`src/sv/tcl_pkg.sv`:
```
package tcl_pkg;

  localparam int LINE_BYTES        = 32;
  localparam int TRANSMITTER_COUNT = 4;
  localparam int ADDR_W            = $clog2(LINE_BYTES);
  localparam int POS_W             = ADDR_W + 1;
  localparam int HDR_BYTES         = 5;
  localparam int MAG_W             = 33;
  localparam int OUT_W             = 48;

  localparam logic [7:0] CH_CR    = 8'h0D;
  localparam logic [7:0] CH_LF    = 8'h0A;
  localparam logic [7:0] CH_SEL_LIMIT = 8'h34;

  typedef enum logic [3:0] {
    CMD_UP      = 4'd0,
    CMD_DOWN    = 4'd1,
    CMD_SPEED   = 4'd2,
    CMD_QUERY   = 4'd3,
    CMD_KDD     = 4'd4,
    CMD_KUD     = 4'd5,
    CMD_SELECT  = 4'd6,
    CMD_REVERSE = 4'd7,
    CMD_MODE    = 4'd8,
    CMD_RESET   = 4'd9,
    CMD_NONE    = 4'd10
  } cmd_t;

  typedef enum logic [2:0] {
    ST_IDLE,
    ST_HRD,
    ST_HUSE,
    ST_DEC,
    ST_NRD,
    ST_NUSE,
    ST_OUT
  } state_t;

  typedef struct packed {
    logic       clear;
    logic       set_neg;
    logic       add;
    logic [3:0] digit;
  } num_ctl_t;

  typedef struct packed {
    logic             neg;
    logic             any;
    logic [MAG_W-1:0] mag;
  } num_t;

  function automatic logic is_blank(input logic [7:0] c);
    return (c == 8'h20) || (c >= 8'h09 && c <= 8'h0D);
  endfunction

  function automatic logic is_digit(input logic [7:0] c);
    return c >= 8'h30 && c <= 8'h39;
  endfunction

endpackage

```
`src/sv/tcl_ram.sv`:
```
module tcl_ram #(
  parameter int WIDTH = 8,
  parameter int DEPTH = 32
) (
  input  logic                     clk,
  input  logic                     we,
  input  logic [$clog2(DEPTH)-1:0] addr,
  input  logic [WIDTH-1:0]         wdata,
  output logic [WIDTH-1:0]         rdata
);

  logic [WIDTH-1:0] mem [DEPTH];

  always_ff @(posedge clk) begin
    if (we) begin
      mem[addr] <= wdata;
    end
    rdata <= mem[addr];
  end

endmodule

```
`src/sv/tcl_num.sv`:
```
module tcl_num (
  input  logic              clk,
  input  tcl_pkg::num_ctl_t ctl,
  output tcl_pkg::num_t     num
);
  import tcl_pkg::*;

  localparam logic [MAG_W+3:0] SAT_LIM = (MAG_W+4)'(33'h080000000);
  localparam logic [MAG_W-1:0] SAT_VAL = 33'h080000001;

  num_t             num_r;
  logic [MAG_W+3:0] prod;

  assign prod = {1'b0, num_r.mag, 3'b000} + {3'b000, num_r.mag, 1'b0}
              + {{(MAG_W){1'b0}}, ctl.digit};

  always_ff @(posedge clk) begin
    if (ctl.clear) begin
      num_r <= '0;
    end else if (ctl.set_neg) begin
      num_r.neg <= 1'b1;
    end else if (ctl.add) begin
      num_r.any <= 1'b1;
      num_r.mag <= (prod > SAT_LIM) ? SAT_VAL : prod[MAG_W-1:0];
    end
  end

  assign num = num_r;

endmodule

```
`src/sv/text_command_line_decoder.sv`:
```
// Channel | Ports                          | Item
// in      | in_tvalid in_tready in_tdata   | rx_byte
// out     | out_tvalid out_tready out_tdata| command transmitter value paddle_mode
//
// Bytes are taken while idle. A CR LF ending a line starts the decode: the line
// head is read byte by byte and then decoded, then the number parser scans the
// line byte by byte through the line store's single read port; the result is
// loaded from ST_OUT, where it waits only while an earlier result stalls.
// in_tready is low during the decode. Reset clears the write position and the
// CR flag; the line store is not cleared. A waiting result holds out_tdata.
module text_command_line_decoder (
  input  logic        clk,
  input  logic        rst_n,
  input  logic        in_tvalid,
  output logic        in_tready,
  input  logic [7:0]  in_tdata,   // [7:0] rx_byte
  output logic        out_tvalid,
  input  logic        out_tready,
  output logic [47:0] out_tdata   // [3:0] command, [5:4] transmitter,
                                  // [37:6] value, [40:38] paddle_mode, rest zero
);
  import tcl_pkg::*;

  state_t            state_r, state_nxt;
  logic [ADDR_W-1:0] wp_r, wp_nxt, wp_adv;
  logic              cr_r, cr_nxt;
  logic [ADDR_W-1:0] len_r, len_nxt;
  logic [POS_W-1:0]  pos_r, pos_nxt;
  logic              num2_r, num2_nxt, dig_r, dig_nxt;
  cmd_t              cmd_r, cmd_nxt;
  logic [1:0]        xm_r, xm_nxt;
  logic [2:0]        mode_r, mode_nxt;
  logic [31:0]       val_r, val_nxt;
  logic [7:0]        hdr_r [HDR_BYTES];
  logic [7:0]        hdr_nxt [HDR_BYTES];
  logic              out_valid_r, out_valid_nxt;
  logic [OUT_W-1:0]  out_data_r, out_data_nxt;

  logic              ram_we;
  logic [ADDR_W-1:0] ram_addr;
  logic [7:0]        ram_rdata, cur;
  num_ctl_t          nctl;
  num_t              num;
  logic              xm_ok;
  logic [31:0]       num_val;

  tcl_ram #(.WIDTH(8), .DEPTH(LINE_BYTES)) u_ram (
    .clk  (clk),
    .we   (ram_we),
    .addr (ram_addr),
    .wdata(in_tdata),
    .rdata(ram_rdata)
  );

  tcl_num u_num (
    .clk(clk),
    .ctl(nctl),
    .num(num)
  );

  assign cur    = (pos_r < {1'b0, len_r}) ? ram_rdata : 8'd0;
  assign wp_adv = (wp_r == ADDR_W'(LINE_BYTES - 1)) ? wp_r : wp_r + 1'b1;
  assign xm_ok  = num.any && ((num.mag == '0) ||
                  (!num.neg && num.mag < MAG_W'(TRANSMITTER_COUNT)));
  assign num_val = num.neg
    ? ((num.mag >= MAG_W'(33'h080000000)) ? 32'h80000000 : 32'd0 - num.mag[31:0])
    : ((num.mag > MAG_W'(33'h07FFFFFFF)) ? 32'h7FFFFFFF : num.mag[31:0]);

  always_comb begin
    state_nxt     = state_r;
    wp_nxt        = wp_r;
    cr_nxt        = cr_r;
    len_nxt       = len_r;
    pos_nxt       = pos_r;
    num2_nxt      = num2_r;
    dig_nxt       = dig_r;
    cmd_nxt       = cmd_r;
    xm_nxt        = xm_r;
    mode_nxt      = mode_r;
    val_nxt       = val_r;
    hdr_nxt       = hdr_r;
    out_valid_nxt = out_valid_r && !out_tready;
    out_data_nxt  = out_data_r;
    nctl          = '0;
    ram_we        = 1'b0;
    ram_addr      = pos_r[ADDR_W-1:0];
    in_tready     = 1'b0;
    case (state_r)
      ST_IDLE: begin
        in_tready = 1'b1;
        ram_addr  = wp_r;
        if (in_tvalid) begin
          ram_we = 1'b1;
          wp_nxt = wp_adv;
          cr_nxt = (in_tdata == CH_CR);
          if (cr_r && in_tdata == CH_LF) begin
            len_nxt   = wp_adv;
            wp_nxt    = '0;
            pos_nxt   = '0;
            state_nxt = ST_HRD;
          end
        end
      end
      ST_HRD: begin
        state_nxt = ST_HUSE;
      end
      ST_HUSE: begin
        for (int i = 0; i < HDR_BYTES; i++) begin
          if (pos_r == POS_W'(i)) begin
            hdr_nxt[i] = cur;
          end
        end
        if (pos_r == POS_W'(HDR_BYTES - 1)) begin
          state_nxt = ST_DEC;
        end else begin
          pos_nxt   = pos_r + 1'b1;
          state_nxt = ST_HRD;
        end
      end
      ST_DEC: begin
        cmd_nxt   = CMD_NONE;
        xm_nxt    = '0;
        val_nxt   = '0;
        mode_nxt  = '0;
        state_nxt = ST_OUT;
        nctl.clear = 1'b1;
        num2_nxt  = 1'b0;
        dig_nxt   = 1'b0;
        if (hdr_r[1] == ":" && (hdr_r[0] == "u" || hdr_r[0] == "d" ||
                                hdr_r[0] == "s" || hdr_r[0] == "c")) begin
          cmd_nxt   = (hdr_r[0] == "u") ? CMD_UP : (hdr_r[0] == "d") ? CMD_DOWN :
                      (hdr_r[0] == "s") ? CMD_SPEED : CMD_QUERY;
          pos_nxt   = POS_W'(2);
          state_nxt = ST_NRD;
        end else if (hdr_r[0] == "k" && hdr_r[1] == "d" && hdr_r[2] == "d" &&
                     hdr_r[3] == ":") begin
          cmd_nxt   = CMD_KDD;
          pos_nxt   = POS_W'(4);
          state_nxt = ST_NRD;
        end else if (hdr_r[0] == "k" && hdr_r[1] == "u" && hdr_r[2] == "d" &&
                     hdr_r[3] == ":") begin
          cmd_nxt   = CMD_KUD;
          pos_nxt   = POS_W'(4);
          state_nxt = ST_NRD;
        end else if (hdr_r[0] == "r" && hdr_r[1] == "e" && hdr_r[2] == "s" &&
                     hdr_r[3] == "e" && hdr_r[4] == "t") begin
          cmd_nxt = CMD_RESET;
        end else if (hdr_r[0] == "t" && hdr_r[1] == ":") begin
          if (hdr_r[2] >= "0" && hdr_r[2] < CH_SEL_LIMIT) begin
            cmd_nxt = CMD_SELECT;
            xm_nxt  = hdr_r[2][1:0];
          end
        end else if (hdr_r[0] == "p" && hdr_r[1] == "r") begin
          cmd_nxt = CMD_REVERSE;
        end else if (hdr_r[0] == "p" && hdr_r[1] == "m" && hdr_r[2] == ":") begin
          cmd_nxt = CMD_MODE;
          case (hdr_r[3])
            "a":     mode_nxt = 3'd0;
            "b":     mode_nxt = 3'd1;
            "s":     mode_nxt = 3'd2;
            "m":     mode_nxt = 3'd3;
            "u":     mode_nxt = 3'd4;
            default: cmd_nxt  = CMD_NONE;
          endcase
        end
      end
      ST_NRD: begin
        state_nxt = ST_NUSE;
      end
      ST_NUSE: begin
        state_nxt = ST_NRD;
        if (!dig_r && is_blank(cur)) begin
          pos_nxt = pos_r + 1'b1;
        end else if (!dig_r && (cur == "+" || cur == "-")) begin
          nctl.set_neg = (cur == "-");
          dig_nxt      = 1'b1;
          pos_nxt      = pos_r + 1'b1;
        end else if (is_digit(cur)) begin
          nctl.add   = 1'b1;
          nctl.digit = cur[3:0];
          dig_nxt    = 1'b1;
          pos_nxt    = pos_r + 1'b1;
        end else if (num2_r) begin
          val_nxt   = num_val;
          state_nxt = ST_OUT;
        end else if (!xm_ok) begin
          cmd_nxt   = CMD_NONE;
          state_nxt = ST_OUT;
        end else begin
          xm_nxt = num.mag[1:0];
          if (cmd_r == CMD_QUERY) begin
            state_nxt = ST_OUT;
          end else begin
            nctl.clear = 1'b1;
            num2_nxt   = 1'b1;
            dig_nxt    = 1'b0;
            pos_nxt    = pos_r + 1'b1;
          end
        end
      end
      ST_OUT: begin
        if (!out_valid_r || out_tready) begin
          out_valid_nxt = 1'b1;
          out_data_nxt  = {7'd0, mode_r, val_r, xm_r, cmd_r};
          state_nxt     = ST_IDLE;
        end
      end
      default: begin
        state_nxt = ST_IDLE;
      end
    endcase
  end

  always_ff @(posedge clk) begin
    if (!rst_n) begin
      state_r     <= ST_IDLE;
      wp_r        <= '0;
      cr_r        <= 1'b0;
      out_valid_r <= 1'b0;
    end else begin
      state_r     <= state_nxt;
      wp_r        <= wp_nxt;
      cr_r        <= cr_nxt;
      out_valid_r <= out_valid_nxt;
    end
  end

  always_ff @(posedge clk) begin
    len_r      <= len_nxt;
    pos_r      <= pos_nxt;
    num2_r     <= num2_nxt;
    dig_r      <= dig_nxt;
    cmd_r      <= cmd_nxt;
    xm_r       <= xm_nxt;
    mode_r     <= mode_nxt;
    val_r      <= val_nxt;
    hdr_r      <= hdr_nxt;
    out_data_r <= out_data_nxt;
  end

  assign out_tvalid = out_valid_r;
  assign out_tdata  = out_data_r;

endmodule

```
`config.mk`:
```
export PLATFORM = sky130hd
export DESIGN_NAME = text_command_line_decoder
export DESIGN_NICKNAME = d
export VERILOG_FILES = /design/src/sv/tcl_pkg.sv /design/src/sv/tcl_ram.sv /design/src/sv/tcl_num.sv /design/src/sv/text_command_line_decoder.sv
export SDC_FILE = /design/constraint.sdc
export NUM_CORES = 1
export LEC_CHECK = 0
export ABC_AREA = 1
export BUFFER_PORTS_ARGS = -buffer_cell sky130_fd_sc_hd__buf_4
export CORE_ASPECT_RATIO = 0.8
export CORE_UTILIZATION = 55
export DETAILED_ROUTE_END_ITERATION = 6
export GPL_ROUTABILITY_DRIVEN = 0
export PLACE_DENSITY = 0.72
export SLEW_MARGIN = 0
export SYNTH_ARGS = -nofsm -noshare
export SYNTH_HDL_FRONTEND = slang
export SYNTH_HIERARCHICAL = 1
export SYNTH_SLANG_ARGS = --single-unit
```
`constraint.sdc`:
```
create_clock -name clk -period 5.8 [get_ports clk]
set_input_delay 0.29 -clock clk [delete_from_list [all_inputs] [get_ports clk]]
set_output_delay 0.29 -clock clk [all_outputs]
set_load 0.02 [all_outputs]
```
Yosys cells after proc, flatten, opt, wreduce, memory -nomap -nowiden. Memories as Yosys holds them, arrays and structs flattened. A register that Yosys moved wholly into a read port is not among the register bits. Cells that the tools add are included.

Bits in registers: 180. Bits in latches: 0. Memory bits (writable): 256. ROM bits: 0. Bits of input ports: 12. Word-level logic and storage cells: 259. Memories: 1.

Memories: u_ram.mem (depth 32, width 8, rd ports 1, clocked after Yosys merged registers in 1, wr ports 1, RTL line tcl_ram.sv:12) `logic [WIDTH-1:0] mem [DEPTH];`.

Add/sub/neg operators: 5. $mul: 0. Div/mod/pow operators: 0. Magnitude comparators: 11. Equality and inequality tests: 60. Shift operators: 0. Mux-type cells: 101. Bitwise logic cells: 2. Reductions and logical operators: 58.

Operators by type and width (number): $mux 32 (7); $eq 8x7->1 const B (22); $mux 6 (13); $pmux 32 s2 (1); $mux 2 (25); $eq 8x6->1 const B (6); $mux 4 (12); $add 36x34->37 (1); $add 37x4->37 (1); $gt 37x32->1 const B (1); $ge 33x32->1 const B (1); $gt 33x31->1 const B (1); $logic_not 33->1 (1); $lt 33x3->1 const B (1); $mux 33 (1); $sub 1x32->32 const A (1); $mux 5 (5); $logic_and 1x1->1 (24); $mux 1 (24); $pmux 6 s4 (1); $ne 2x2->1 const B (11); $pmux 3 s7 (1); $eq 8x4->1 const B (2); $ge 8x6->1 const B (2); 39 further kinds (72).

Depth between registers and ports, before layout.
Depth after elaboration: 13. Depth in mapped cells: 35. Depth with buffers taken out: 35.

Cells and area by module. The synthesis kept the hierarchy.

Modules (own cells, without submodules): tcl_ram (times used 1, cells an instance 1063, area an instance 10988.0 um^2, seq. area each 7847.5 um^2); text_command_line_decoder (times used 1, cells an instance 786, area an instance 7395.8 um^2, seq. area each 4254.1 um^2); tcl_num (times used 1, cells an instance 807, area an instance 4887.2 um^2, seq. area each 700.7 um^2).

Least setup slack after synthesis. OpenSTA, ideal clock, no wires.

Kind: register -> register. Start point: register pos_r[4]. End point: register u_num.num_r (netlist bit u_num/num[31]). Setup time: 0.109 ns. Arrival time: 4.301 ns. Data required time: 5.691 ns. Path slack: 1.390 ns. Stages on the path, launching flop included: 33. Path buffers: 1. Clock period less this slack: 4.410 ns. Cells stage by stage: edfxtp_1 -> ha_1 -> or2_1 -> a21oi_4 -> nand2_2 -> nor2_1 -> nand2_1 -> nor2_1 -> nand2_1 -> clkinv_1 -> nand3_1 -> nor2_1 -> inv_1 -> fa_1 -> inv_1 -> fa_1 -> nand2_1 -> nand2_1 -> nand3_2 -> nand2_2 -> nand2_1 -> nand2_1 -> nand4_1 -> nand2_1 -> nand2_1 -> nand2_1 -> nor2_1 -> nand2_2 -> nor2_4 -> buf_6 -> nand3_1 -> nand2_1 -> inv_1.

RTL lines: start, declared (RTL line text_command_line_decoder.sv:28) `logic [POS_W-1:0] pos_r, pos_nxt;`; start signal, assigned (RTL line text_command_line_decoder.sv:230) `pos_r <= pos_nxt;`; end, declared (RTL line tcl_num.sv:11) `num_t num_r;`.

==> summary.md <==
| Metric | Value |
|---|---|
| Dominant synthesized flop cell | edfxtp_1 |
| Relative slew margins | 17.85% |
| Max_cap viols | 0 |
| Post-Syn Area per Cell | 8.762 µm² |
| H-tree depth | 2 |
| Root Buffer | clkbuf_16 |
| Final nets | 2,787 |
| Vias/cell | 5.442 |
| Largest delay share family, worst path | simple AND/OR/NAND/NOR gates |
| Req. time, crit path | 6.28 ns |
| Startpoint of the worst setup timing path | pos_r[3] |
| Hold path depth | 4 |
| Post-Route WL | 54.76 mm |
| Run status | finished clean |
| CP max stage delay | 0.44 ns |
| FFs w/ async S/R, synth | 0% |
| Initial antenna violation count | 0 |
| Clk sinks | 444 |
| Critical Path End Type | register |
| Num ports | 62 |
| Vias in the first global route | 16,550 |
| Cell count after synthesis | 2,656 |
| Worst slew pin tran | 1.231 ns |
| Wire per inst | 16.67 µm |
| Detail Route Antenna Nets | 0 |
| Worst Path Max Fanout | 32 |
| Core Box Area | 0.04183 mm² |
| Worst Setup Start Kind | register |
| Crit path buffers/inverters | 3 |
| Grt ovf | 0 |
| DP HPWL | 37.00 mm |
| Worst path arrival time | 5.71 ns |
| Maximum clock insertion buffer count | 3 |
| Num CTS Buffers | 43 |
| Share of cells above drive strength 1 | 9.919% |
| Max Clock Freq | 0.1910 GHz |
| RR Startpoint | pos_r[3] |
| Min Tclk post-route | 5.237 ns |
| Clock transition at path regs | 0.06 ns |
| Syn-to-layout area delta | 9.893% |
| Fin. Hold Viols | 0 |
| Worst Clk Skew | 0.02262 ns |
| Post-Place Cells | 3,203 |
| Final setup violation count | 0 |
| Hold_sp | out_tready |
| Distinct cells, synth | 48 |
| Die X-Extent | 232.0 µm |
| Post-synth EDFFs | 391 |
| Crit. path cell count | 31 |
| DIE AREA | 0.04314 mm² |
| Post-CTS Repair Setup Buffers | 0 |
| First-pass GRT wire length | 86.04 mm |
| Setup tns final | 0 ns |
| Min-delay worst type | in2reg |
| Ant diodes | 0 |
| Largest net degree at the start of global routing | 96 |
| Final Slew Violations | 0 |
| Final std cells w/o fill | 3,284 |
| Number of iterations in the first detailed-routing pass | 6 |
| Starting Density | 55.63% |
| Yosys top cell area share | 50.45% |
| Type of the worst setup path | reg2reg |
| Row count | 67 |
| Sequential area share after synthesis | 55.01% |
| PortBufs | 54 |
| Top cell type by total area after synthesis | edfxtp_1 |
| RSZ-0062 raised after global routing | no |
| GRT Util Overall | 25.46% |
| Worst hold slack | 0.04699 ns |
| Leakage | 10.89 nW |
| Power Dens Cells | 263.7 mW/mm² |
| DR vias | 17,870 |
| Critical-path top delay cell | edfxtp_1 |
| Synthesized area | 0.02327 mm² |
| Fin crit share | 90.28% |
| Synth warn | 6 |
| VDD IR max | 0.2488 mV |
| Fill cells | 3,514 |
| Die Ht | 186.0 µm |
| Crit-path most repeated cell | nand2_1 |
| Register bit total from synthesis | 444 |
| Post-route DRC | 0 |
| CTS tree | built |
| Worst-skew pair later-pin latency | 0.58 ns |
| FF-to-FF path depth | 31 |
| Initial drt markers | 1,932 |
| Top post-synthesis cells by area | edfxtp_1, nand2_1, dfxtp_1 |
[state kept, by name, indices dropped and copies added, names as in the netlist]
signal	flops
pos_r	6
cmd_r	4
dig_r	1
xm_r	2
val_r	32
u_ram/rdata	8
u_num/num	35
state_r	3
u_ram/mem	256
mode_r	3
cr_r	1
out_tvalid	1
num2_r	1
len_r	5
wp_r	5
out_tdata	41
hdr_r	40
[layer usage]
layer | track usage [%] | vias to the layer above | part of all wire, %
met2 | 38.32 | 732 | 43
met5 | 0 | - | 0
li1 | - | 8768 | -
met4 | 7.974 | 0 | 2.3
met1 | 37.20 | 8274 | 46
met3 | 4.749 | 98 | 8.4
[path summary, 6_finish.rpt]
kind | endpoint | slack (ns)
worst max-delay path | u_num/num[0] | 0.56
worst min-delay path | out_tvalid | 0.05
worst max register to register | u_num/num[0] | 0.56
worst min register to register | out_tdata[32] | 0.42
[layout make-up]
class / count / area [µm²] / share of cell area [%]
sequential: 444 / 12800 / 50.06
multi-input combinational: 1872 / 9086 / 35.53
clock buffer: 52 / 1151 / 4.501
inverter: 266 / 999.7 / 3.909
tap: 552 / 690.7 / 2.701
timing repair buffer: 70 / 540.5 / 2.114
clock inverter: 28 / 302.8 / 1.184
[synth_stat cells (26+ instances only)]
library cell	n
a21oi_2	31
nand4_1	29
clkbuf_1	26
nor2_1	229
dfxtp_1	53
inv_1	246
nand3_2	34
edfxtp_1	391
o21ai_0	50
ha_1	76
nand2_1	1077
nand3_1	93
a21oi_1	88
[kinds of logic after synthesis]
kind of cell             synth area share [%]
flip-flops                              55.01
adder cells (fa/ha/maj)                 4.258
other                                 0.01611
XOR/XNOR                                1.054
AND/OR/NAND/NOR                         28.09
AO/OA/AOI/OAI                           5.269
buffers and inverters                   6.296
[repair_timing]
action,4_1_cts,5_1_grt
hold buffers,1,0
endpoints found under the setup margin,0,25
endpoints found under the hold margin,2,0
resized for setup,0,3
[worst reg2reg max path, delay by kind of cell, from the launching register on]
family,cells,cell delay [ns]
flip-flops,1,0.44
AO/OA/AOI/OAI,3,0.43
AND/OR/NAND/NOR,21,2.57
buffers and inverters,3,0.40
adder cells (fa/ha/maj),4,1.30
[per-stage QoR]
stage | cell area (µm²) | util [%] | worst slack, ns | total power, mW
global placement | 24090 | 57.59 | 0.6273 | 3.921
global route | 25570 | 61.13 | 0.02790 | 6.946
CTS | 25550 | 61.09 | 0.3996 | 6.784
floorplan | 23290 | - | 1.390 | 3.804
finish | 25570 | 61.13 | 0.5635 | 6.743
detailed placement | 24090 | 57.59 | 0.4340 | 3.928
[placed cells by master, fill, tap and decap left out, types with 4 or more instances in the layout]
master	instances
o211ai_1	6
nor2_4	6
inv_2	16
conb_1	7
clkbuf_1	6
a21oi_1	88
clkinv_2	9
o21ai_0	48
nand3_2	34
buf_4	68
nand2_2	15
nand3_1	93
xor2_1	21
bufinv_16	5
inv_1	246
dfxtp_1	53
xnor2_1	7
nor2_1	229
o21bai_1	5
edfxtp_1	391
nand4_1	29
a31oi_1	6
nand2_1	1076
clkinv_1	9
ha_1	76
nor4_1	19
o21ai_1	6
nor3_1	13
nor2_2	6
clkinvlp_4	4
clkbuf_16	44
nor3_2	14
a21oi_2	31
[power by group]
group | leakage, nW | total (mW) | internal, mW | switching [mW]
Clock | 0.704 | 2.88 | 1.66 | 1.22
Sequential | 3.91 | 3.50 | 3.49 | 0.0124
Combinational | 6.28 | 0.369 | 0.0885 | 0.280
Power figures use the tool's default switching activity.
